<file path="src/rtl/frdf_pkg.sv">
package frdf_pkg;

   localparam int SEEN_DEPTH = 256;
   localparam int SEEN_AGE_W = (SEEN_DEPTH > 1) ? $clog2(SEEN_DEPTH) : 1;
   localparam int SEEN_CNT_W = $clog2(SEEN_DEPTH + 1);

   localparam int SEQ_W = 8;

   localparam logic [7:0] TYPE_FORM    = 8'd0;
   localparam logic [7:0] TYPE_LED_ON  = 8'd1;
   localparam logic [7:0] TYPE_LED_OFF = 8'd2;

   localparam logic [7:0] MAX_HOPS_RESET = 8'd3;

   typedef enum logic [2:0] {
      ST_RELAYED     = 3'd0,
      ST_EXPIRED     = 3'd1,
      ST_DUPLICATE   = 3'd2,
      ST_INVALID     = 3'd3,
      ST_IGNORED     = 3'd4,
      ST_ORIGINATED  = 3'd5,
      ST_BTN_IGNORED = 3'd6
   } status_type;

   typedef struct packed {
      logic             shift;
      logic             rotate;
      logic [SEQ_W-1:0] entry;
   } chain_ctrl_type;

endpackage

</file>
<file path="src/rtl/frdf_cell.sv">
module frdf_cell (
   input  logic                    clock,
   input  logic                    shift,
   input  logic [frdf_pkg::SEQ_W-1:0] d_in,
   output logic [frdf_pkg::SEQ_W-1:0] q_out
);

   logic [frdf_pkg::SEQ_W-1:0] entry_ff;
   logic [frdf_pkg::SEQ_W-1:0] entry_in;

   always_comb begin
      entry_in = shift ? d_in : entry_ff;
   end

   always_ff @(posedge clock) begin
      entry_ff <= entry_in;
   end

   assign q_out = entry_ff;

endmodule

</file>
<file path="src/rtl/frdf_chain.sv">
module frdf_chain (
   input  logic                          clock,
   input  frdf_pkg::chain_ctrl_type      ctrl,
   output logic [frdf_pkg::SEQ_W-1:0]    tail
);

   logic [frdf_pkg::SEQ_W-1:0] cell_q [frdf_pkg::SEEN_DEPTH];
   logic [frdf_pkg::SEQ_W-1:0] head_in;

   // Cell 0 holds the newest entry; a rotation feeds the tail back to the head.
   assign head_in = ctrl.rotate ? cell_q[frdf_pkg::SEEN_DEPTH-1] : ctrl.entry;

   for (genvar i = 0; i < frdf_pkg::SEEN_DEPTH; i++) begin : g_cell
      if (i == 0) begin : g_head
         frdf_cell u_cell (
            .clock (clock),
            .shift (ctrl.shift),
            .d_in  (head_in),
            .q_out (cell_q[i])
         );
      end else begin : g_body
         frdf_cell u_cell (
            .clock (clock),
            .shift (ctrl.shift),
            .d_in  (cell_q[i-1]),
            .q_out (cell_q[i])
         );
      end
   end

   assign tail = cell_q[frdf_pkg::SEEN_DEPTH-1];

endmodule

</file>
<file path="src/rtl/flood_relay_duplicate_filter_top.sv">
// A button beat or an ignored frame goes from acceptance to S_FINISH and then to the
// result register; a frame that is searched passes S_SEARCH before S_FINISH.
// Throughput: one beat at a time; a searched frame occupies the block while the search
// rotates the whole cell chain once, one entry a cycle, and holds S_FINISH while stalled.
// Reset is synchronous and clears the control state; the seen cells are not cleared,
// and only entries below the fill count are ever compared.
module flood_relay_duplicate_filter_top (
   input  logic        clock,
   input  logic        reset,
   input  logic        req_tvalid,
   output logic        req_tready,
   // is_vendor_data, rx_type[8:1], rx_seq[16:9], rx_ttl[24:17], button_level[25]
   input  logic [31:0] req_tdata,
   // op
   input  logic        req_tuser,
   output logic        rsp_tvalid,
   input  logic        rsp_tready,
   // tx_valid, tx_type[8:1], tx_seq[16:9], tx_ttl[24:17], led_on[25], joined[26],
   // initiator[27], status[30:28]
   output logic [31:0] rsp_tdata,
   input  logic        csr_valid,
   output logic        csr_ready,
   input  logic [7:0]  csr_data
);

   typedef enum logic [1:0] {
      S_IDLE,
      S_SEARCH,
      S_FINISH
   } state_type;

   typedef struct packed {
      logic       op;
      logic       vendor;
      logic [7:0] rtype;
      logic [7:0] rseq;
      logic [7:0] rttl;
      logic       level;
   } item_type;

   state_type                       state_ff, state_in;
   item_type                        item_ff, item_in;
   logic [frdf_pkg::SEEN_AGE_W-1:0] age_ff, age_in;
   logic [frdf_pkg::SEEN_CNT_W-1:0] count_ff, count_in;
   logic                            found_ff, found_in;
   logic [7:0]                      next_seq_ff, next_seq_in;
   logic                            net_ff, net_in;
   logic                            orig_ff, orig_in;
   logic                            led_ff, led_in;
   logic [7:0]                      max_hops_ff, max_hops_in;
   logic                            rsp_valid_ff, rsp_valid_in;
   logic [31:0]                     rsp_data_ff, rsp_data_in;

   frdf_pkg::chain_ctrl_type        chain_ctrl;
   logic [frdf_pkg::SEQ_W-1:0]      chain_tail;

   logic                            out_free;
   logic                            tx_valid;
   logic [7:0]                      tx_type, tx_seq, tx_ttl;
   frdf_pkg::status_type            status;
   logic                            record;

   frdf_chain u_chain (
      .clock (clock),
      .ctrl  (chain_ctrl),
      .tail  (chain_tail)
   );

   assign out_free   = !rsp_valid_ff || rsp_tready;
   assign req_tready = (state_ff == S_IDLE);
   assign csr_ready  = 1'b1;
   assign rsp_tvalid = rsp_valid_ff;
   assign rsp_tdata  = rsp_data_ff;

   // Event decision and the state that follows from it.
   always_comb begin
      tx_valid    = 1'b0;
      tx_type     = 8'd0;
      tx_seq      = 8'd0;
      tx_ttl      = 8'd0;
      status      = frdf_pkg::ST_IGNORED;
      record      = 1'b0;
      next_seq_in = next_seq_ff;
      net_in      = net_ff;
      orig_in     = orig_ff;
      led_in      = led_ff;
      if (item_ff.op) begin
         if (!net_ff) begin
            net_in      = 1'b1;
            orig_in     = 1'b1;
            tx_valid    = 1'b1;
            tx_type     = frdf_pkg::TYPE_FORM;
            tx_seq      = next_seq_ff;
            tx_ttl      = max_hops_ff;
            next_seq_in = next_seq_ff + 8'd1;
            status      = frdf_pkg::ST_ORIGINATED;
         end else if (orig_ff) begin
            led_in      = !item_ff.level;
            tx_valid    = 1'b1;
            tx_type     = item_ff.level ? frdf_pkg::TYPE_LED_OFF : frdf_pkg::TYPE_LED_ON;
            tx_seq      = next_seq_ff;
            tx_ttl      = max_hops_ff;
            next_seq_in = next_seq_ff + 8'd1;
            status      = frdf_pkg::ST_ORIGINATED;
         end else begin
            status = frdf_pkg::ST_BTN_IGNORED;
         end
      end else if (orig_ff || !item_ff.vendor) begin
         status = frdf_pkg::ST_IGNORED;
      end else if (found_ff) begin
         status = frdf_pkg::ST_DUPLICATE;
      end else begin
         record = 1'b1;
         status = (item_ff.rttl != 8'd0) ? frdf_pkg::ST_RELAYED : frdf_pkg::ST_EXPIRED;
         unique case (item_ff.rtype)
            frdf_pkg::TYPE_FORM: begin
               net_in  = 1'b1;
               orig_in = 1'b0;
            end
            frdf_pkg::TYPE_LED_ON: begin
               led_in = 1'b1;
            end
            frdf_pkg::TYPE_LED_OFF: begin
               led_in = 1'b0;
            end
            default: begin
               status = frdf_pkg::ST_INVALID;
            end
         endcase
         if (status == frdf_pkg::ST_RELAYED) begin
            tx_valid = 1'b1;
            tx_type  = item_ff.rtype;
            tx_seq   = item_ff.rseq;
            tx_ttl   = item_ff.rttl - 8'd1;
         end
      end
   end

   always_comb begin
      state_in     = state_ff;
      item_in      = item_ff;
      age_in       = age_ff;
      count_in     = count_ff;
      found_in     = found_ff;
      max_hops_in  = csr_valid ? csr_data : max_hops_ff;
      rsp_valid_in = rsp_valid_ff && !rsp_tready;
      rsp_data_in  = rsp_data_ff;
      chain_ctrl   = '{shift: 1'b0, rotate: 1'b1, entry: item_ff.rseq};
      unique case (state_ff)
         S_IDLE: begin
            if (req_tvalid) begin
               item_in = '{op: req_tuser, vendor: req_tdata[0], rtype: req_tdata[8:1],
                           rseq: req_tdata[16:9], rttl: req_tdata[24:17],
                           level: req_tdata[25]};
               found_in = 1'b0;
               age_in   = frdf_pkg::SEEN_AGE_W'(frdf_pkg::SEEN_DEPTH - 1);
               if (!req_tuser && req_tdata[0] && !orig_ff) begin
                  state_in = S_SEARCH;
               end else begin
                  state_in = S_FINISH;
               end
            end
         end
         S_SEARCH: begin
            // The tail cell holds the entry of the age that the counter shows.
            chain_ctrl.shift = 1'b1;
            if ((chain_tail == item_ff.rseq) &&
                (frdf_pkg::SEEN_CNT_W'(age_ff) < count_ff)) begin
               found_in = 1'b1;
            end
            age_in = age_ff - frdf_pkg::SEEN_AGE_W'(1);
            if (age_ff == '0) begin
               state_in = S_FINISH;
            end
         end
         S_FINISH: begin
            if (out_free) begin
               rsp_valid_in = 1'b1;
               rsp_data_in  = {1'b0, status, orig_in, net_in, led_in,
                               tx_ttl, tx_seq, tx_type, tx_valid};
               chain_ctrl   = '{shift: record, rotate: 1'b0, entry: item_ff.rseq};
               if (record && (count_ff != frdf_pkg::SEEN_CNT_W'(frdf_pkg::SEEN_DEPTH))) begin
                  count_in = count_ff + frdf_pkg::SEEN_CNT_W'(1);
               end
               state_in = S_IDLE;
            end
         end
         default: begin
            state_in = S_IDLE;
         end
      endcase
   end

   always_ff @(posedge clock) begin
      item_ff     <= item_in;
      rsp_data_ff <= rsp_data_in;
      age_ff      <= age_in;
      found_ff    <= found_in;
      if (reset) begin
         state_ff     <= S_IDLE;
         count_ff     <= '0;
         next_seq_ff  <= 8'd1;
         net_ff       <= 1'b0;
         orig_ff      <= 1'b0;
         led_ff       <= 1'b0;
         max_hops_ff  <= frdf_pkg::MAX_HOPS_RESET;
         rsp_valid_ff <= 1'b0;
      end else begin
         state_ff     <= state_in;
         count_ff     <= count_in;
         max_hops_ff  <= max_hops_in;
         rsp_valid_ff <= rsp_valid_in;
         if ((state_ff == S_FINISH) && out_free) begin
            next_seq_ff <= next_seq_in;
            net_ff      <= net_in;
            orig_ff     <= orig_in;
            led_ff      <= led_in;
         end
      end
   end

endmodule

</file>
<file path="config.mk">
export PLATFORM = sky130hd
export DESIGN_NAME = flood_relay_duplicate_filter_top
export DESIGN_NICKNAME = d
export VERILOG_FILES = /design/src/rtl/frdf_pkg.sv /design/src/rtl/frdf_cell.sv /design/src/rtl/frdf_chain.sv /design/src/rtl/flood_relay_duplicate_filter_top.sv
export SDC_FILE = /design/constraint.sdc
export NUM_CORES = 1
export LEC_CHECK = 0
export BUFFER_PORTS_ARGS = -buffer_cell sky130_fd_sc_hd__clkbuf_2
export CORE_ASPECT_RATIO = 0.6
export CORE_MARGIN = 1
export CORE_UTILIZATION = 45
export DETAILED_ROUTE_END_ITERATION = 10
export SLEW_MARGIN = 20
export SYNTH_ARGS = -nofsm -noshare
export SYNTH_HDL_FRONTEND = slang
export SYNTH_SLANG_ARGS = --single-unit
</file>
<file path="constraint.sdc">
create_clock -name clock -period 238.5 [get_ports clock]
set_input_delay 23.85 -clock clock [delete_from_list [all_inputs] [get_ports clock]]
set_output_delay 23.85 -clock clock [all_outputs]
set_load 0.05 [all_outputs]
</file>
* Word-level counts from Yosys, hierarchy flattened
Index checks and enable logic that the tools add are counted.
Operators by class: add/sub/neg operators 4, magnitude comparators 1, equal/unequal tests 11, multiplexer cells 71, reduce and logical (&&, ||, !) cells 28
Operators with widths (number):
- 8-bit two-way mux | 20
- 1-bit two-way mux | 28
- 2-bit two-way mux | 10
- 3-bit two-way mux | 6
- 8-bit zero test | 2
- 8-bit case mux with 2 select lines | 1
- 8-bit by 1-bit subtractor with 8-bit output, second input constant | 2
- 3-bit AND reduction | 4
- 10-bit two-way mux | 1
- 9-bit by 1-bit adder with 9-bit output, second input constant | 1
- 8-bit by 9-bit < comparator with 1-bit output | 1
- 9-bit two-way mux | 1
- 9-bit != test, second input constant | 1
- 8-bit by 1-bit adder with 8-bit output, second input constant | 1
- 8-bit by 1-bit equality test with 1-bit output, second input constant | 1
- 8-bit by 2-bit equality test with 1-bit output, second input constant | 1
- 8-bit equality test | 1
- 2-bit != test, second input constant | 4
- 8-bit nonzero test | 1
- 1-bit logical AND | 6
- 1-bit zero test | 6
- 1-bit case mux with 2 select lines | 3
- 2-bit case mux with 3 select lines | 1
- 2-bit AND reduction | 3
- 8 further kinds | 9
Storage, ports and cells: register bits 2146, input port bits 46, output and inout bits 35, logic and storage cells 388

* Depth between registers and ports, before layout
word-level depth 11, mapped depth 7, depth with buffers taken out 7

* Modules after synthesis
From an unflattened synthesis, not the netlist that was laid out.
Second synthesis, totals: cells, all modules 2428, area total of the unflattened synthesis 65984.5 um^2
By module, submodules not included:
- frdf_cell | times used 256, cells an instance 8, area each 240.2 um^2
- flood_relay_duplicate_filter_top | times used 1, cells an instance 371, area each 4354.2 um^2
- frdf_chain | times used 1, cells an instance 9, area each 131.4 um^2

* Worst setup path after synthesis
No wires, ideal clock.
path kind in2reg, start in rsp_tready, end reg u_chain.g_cell[0].g_head.u_cell.entry_ff (netlist bit u_chain.g_cell[0].g_head.u_cell.q_out[0]) (enable), data arrival time 170.877 ns, required time 230.903 ns, path slack 60.026 ns, stages 3, cells stage by stage nand2b_1 nand3_1 a21boi_0
RTL lines:
- start, declared | RTL line flood_relay_duplicate_filter_top.sv:17 | input logic rsp_tready,
- end signal, assigned | RTL line frdf_cell.sv:16 | entry_ff <= entry_in;
- end, declared | RTL line frdf_cell.sv:8 | logic [frdf_pkg::SEQ_W-1:0] entry_ff;

==> impl_results.md <==
* Core region area at 145000 µm²
* CTS Buf Count at 177
* Starting Density at 45.5%
* CTS root buf: clkbuf_16
* Average size of a mapped cell at 27.0 µm²
* CP max FO at 159
* Flop pwr share at 58.6%
* Max-Slew Margin vs Limit at 24.3%
* CP max-delay cell: buf_4
* Hold Crit Start: u_chain.g_cell[230].g_body.u_cell.q_out[4]
* Global-route wire length before repair at 131000 µm
* DR DRC count at 0
* Met2 wire len at 32800 µm
* Crit. End Element: register
* FF+latch count, synth at 2146
* Fill cells at 10878
* Vias/cell at 4.75
* Asr flop ratio synth at 0%
* Pre-CTS WS at 208.55 ns
* Die area at 148000 µm²
* Comb pwr share at 1.9%
* Endpoints failing setup at 0
* I/O pin cnt at 81
* Post-synthesis cell area at 66000 µm²
* Area grow syn2layout at 13.2%
* Metal-1 WL at 43600 µm
* H-tree Lvls at 4
* Post-synth EDFFs at 2115
* Drt first pass iters at 7
* Period utilisation layout at 12.1%
* Yosys warnings at 0
* Min Tclk post-route at 28.97 ns
* Hold slack at 0.389 ns
* Clk_skew at 0.0432 ns
* Hold depth at 0
* Met3 Wirelength at 4590 µm
* Final worst slack at 209.53 ns
* I/O Buffers at 72
* Wirelength per Cell at 17.3 µm
* Max Slew Vio Count at 0
* Register-to-Register Path Depth at 11
* Die X at 496 µm
* Max Freq at 34.5 MHz
* Top_reg_cell synth: edfxtp_1
* Leakage at 17.5 nW
* Internal at 0.571 mW
* Clock Path Buffers at 3
* DRT iter0 DRCs at 2261
* Min-delay worst type: reg2reg
* Clk sinks at 2146
* PD cells at 9.53 nW/µm²
* Routed Antenna Nets at 0
* Clock power frac at 39.5%
* Antenna violations before repair at 6
* Cts hold-fix bufs at 0
* Row count at 108
* Final hold vios at 0
* Net total in the final layout at 2777
* Worst r2r src: item_ff[26]
* Die Ht at 299 µm
* Reg area at 64100 µm²
* Sw frac at 19.7%
* RSZ-0062 raised after global routing: no
* Peak supply drop at 0.00675 mV
* Synth unique cells at 52
* CTS tree: yes
* Status: complete, no violations
* # resized after CTS at 0
* GP Congestion at 0.751
* Setup TNS at 0 ns
* Post-CTS Setup Repair Bufs at 0
* Hpwl dp at 37700 µm
* Area occupied by multi-input gates at 1730 µm²
* Class of the most critical setup path: in2reg
* Finished Cell Area at 74700 µm²
* Max cap viols at 0
* Mapped Cells at 2446
* Via count at 22732
* Total Routing Usage GR at 11.3%
* Worst skew pair latency at 0.77 ns
* Largest net degree at the start of global routing at 213
* Critical path arrival at 29.36 ns
* CP peak stage delay at 0.87 ns
* Share of layout cells above drive strength 1 at 12.5%
* Vias in the first global route at 22013
* Clock Pin Slew Worst Setup and Hold Paths at 0.07 ns
* Worst-Margin Slew at 1.14 ns
* Routed wire length at 82600 µm
* GRT Residual Overflow at 0
* Seq/Total Area, Yosys at 97.2%
* CP Launch Type: input port
* Post-Place Cell Area at 68900 µm²
* Worst Setup SP: rsp_tready
* Top sig layer: met4
* Psw at 0.140 mW
* Worst endpoint required time at 238.89 ns
* Crit-path cells: clkbuf_2 > nand2b_1 > nand3_1 > a21boi_4 > buf_12 > buf_16 > buf_12 > buf_16 > buf_4 > buf_12 > buf_16 > buf_6
==> area by class of cell <==
class	count	area share, %
clock buffers	213	6.20
multi-input cells	269	2.32
repair buffers	97	0.896
well taps	1925	3.22
clock inverters	109	1.38
diodes	1	0.00335
inverters	23	0.116
flip-flops and latches	2146	85.9
==> final timing paths <==
| kind | endpoint | slack [ns] |
|---|---|---|
| hold / removal | u_chain.g_cell[231].g_body.u_cell.q_out[4] | 0.39 |
| hold reg to reg | u_chain.g_cell[231].g_body.u_cell.q_out[4] | 0.39 |
| setup / recovery | u_chain.g_cell[73].g_body.u_cell.q_out[5] | 209.53 |
| setup reg to reg | u_chain.g_cell[71].g_body.u_cell.q_out[5] | 231.87 |
==> metal layers <==
metal | vias up | track usage, %
met5 | - | 0
met4 | 0 | 3.95
met3 | 146 | 2.88
met2 | 457 | 13.7
met1 | 11797 | 19.3
li1 | 10332 | -
==> critical path: cells and delay by family <==
kind                   cells  cell delay (ns)
AO/OA/AOI/OAI              1             0.26
buffers and inverters      9             4.29
AND/OR/NAND/NOR            2             0.43
==> power by group through the flow <==
stage          Sequential, mW  Combinational (mW)  Clock, mW
5_1_grt                 0.417              0.0147      0.306
3_3_place_gp            0.425              0.0131          0
4_1_cts                 0.417              0.0136      0.291
2_1_floorplan           0.511             0.00709          0
3_5_place_dp            0.425              0.0137          0
6_report                0.417              0.0135      0.281
==> synth_stat cells (all sizes together) (2+ instances only) <==
master     n  area, µm²
or2        2       12.5
nor4b      4       47.6
ha        17        213
o21ai     14       70.1
a211o      2       17.5
nand2     56        210
nor2      32        120
or4b       2       23.8
a21oi      9       45.0
nor2b      7       43.8
o22ai      2       12.5
dfxtp     31        621
and3       4       25.0
or3        2       12.5
a31oi      3       18.8
mux2i      7       70.1
conb       2       7.51
inv       23       86.3
a22o       9       78.8
nor4       8       62.6
buf        4       31.3
nand4      6       37.5
nand2b     6       37.5
nand3     13       70.1
xor2       6       52.6
xnor2     25        219
edfxtp  2115      63500
clkbuf    10       37.5
and2       3       18.8
nor3       8       51.3
a211oi     2       15.0
==> cell usage in the layout (no fill, tap or decap), types with 3 or more instances in the layout <==
cell type	count
a21oi_1	9
a22o_1	9
a31oi_1	3
and2_1	3
and3_1	4
buf_12	4
buf_16	3
buf_4	15
buf_6	3
bufinv_16	12
clkbuf_1	33
clkbuf_16	180
clkbuf_2	72
clkinv_1	39
clkinv_16	4
clkinv_2	28
clkinvlp_4	10
conb_1	8
dfxtp_1	31
edfxtp_1	2115
ha_1	17
inv_1	21
inv_16	3
inv_6	9
mux2i_1	7
nand2_1	56
nand2b_1	6
nand3_1	12
nand4_1	6
nor2_1	32
nor2b_1	7
nor3_1	7
nor4_1	6
o21ai_0	11
o21ai_1	3
xnor2_1	25
xor2_1	6
==> logic make-up (layout without fill, tap and decap cells) <==
| logic type | Yosys count | in the layout | synth area share, % |
|---|---|---|---|
| multiplexers | 8 | 8 | 0.123 |
| AND/OR/NAND/NOR | 156 | 156 | 1.21 |
| AO/OA/AOI/OAI | 49 | 49 | 0.497 |
| adder cells (fa/ha/maj) | 17 | 17 | 0.322 |
| flip-flops | 2146 | 2146 | 97.2 |
| XOR/XNOR | 31 | 31 | 0.411 |
| buffers and inverters | 37 | 442 | 0.235 |
| other | 2 | 9 | 0.0114 |
==> per-stage QoR <==
stage	cells	total power [mW]	util, %
2_1_floorplan	2452	0.518	-
3_3_place_gp	4457	0.438	47.5
3_5_place_dp	4457	0.439	47.5
4_1_cts	4779	0.722	51.4
5_1_grt	4783	0.738	51.5
6_report	4783	0.711	51.5
==> state kept, by name, indices dropped and copies added, names as in the netlist, 8 cells and up <==
register,flops
age_ff,8
next_seq_ff,8
item_ff,27
max_hops_ff,8
u_chain.g_cell.g_head.u_cell.q_out,8
u_chain.g_cell.g_body.u_cell.q_out,2040
rsp_tdata,31
count_ff,9
Power figures use the tool's default switching activity.
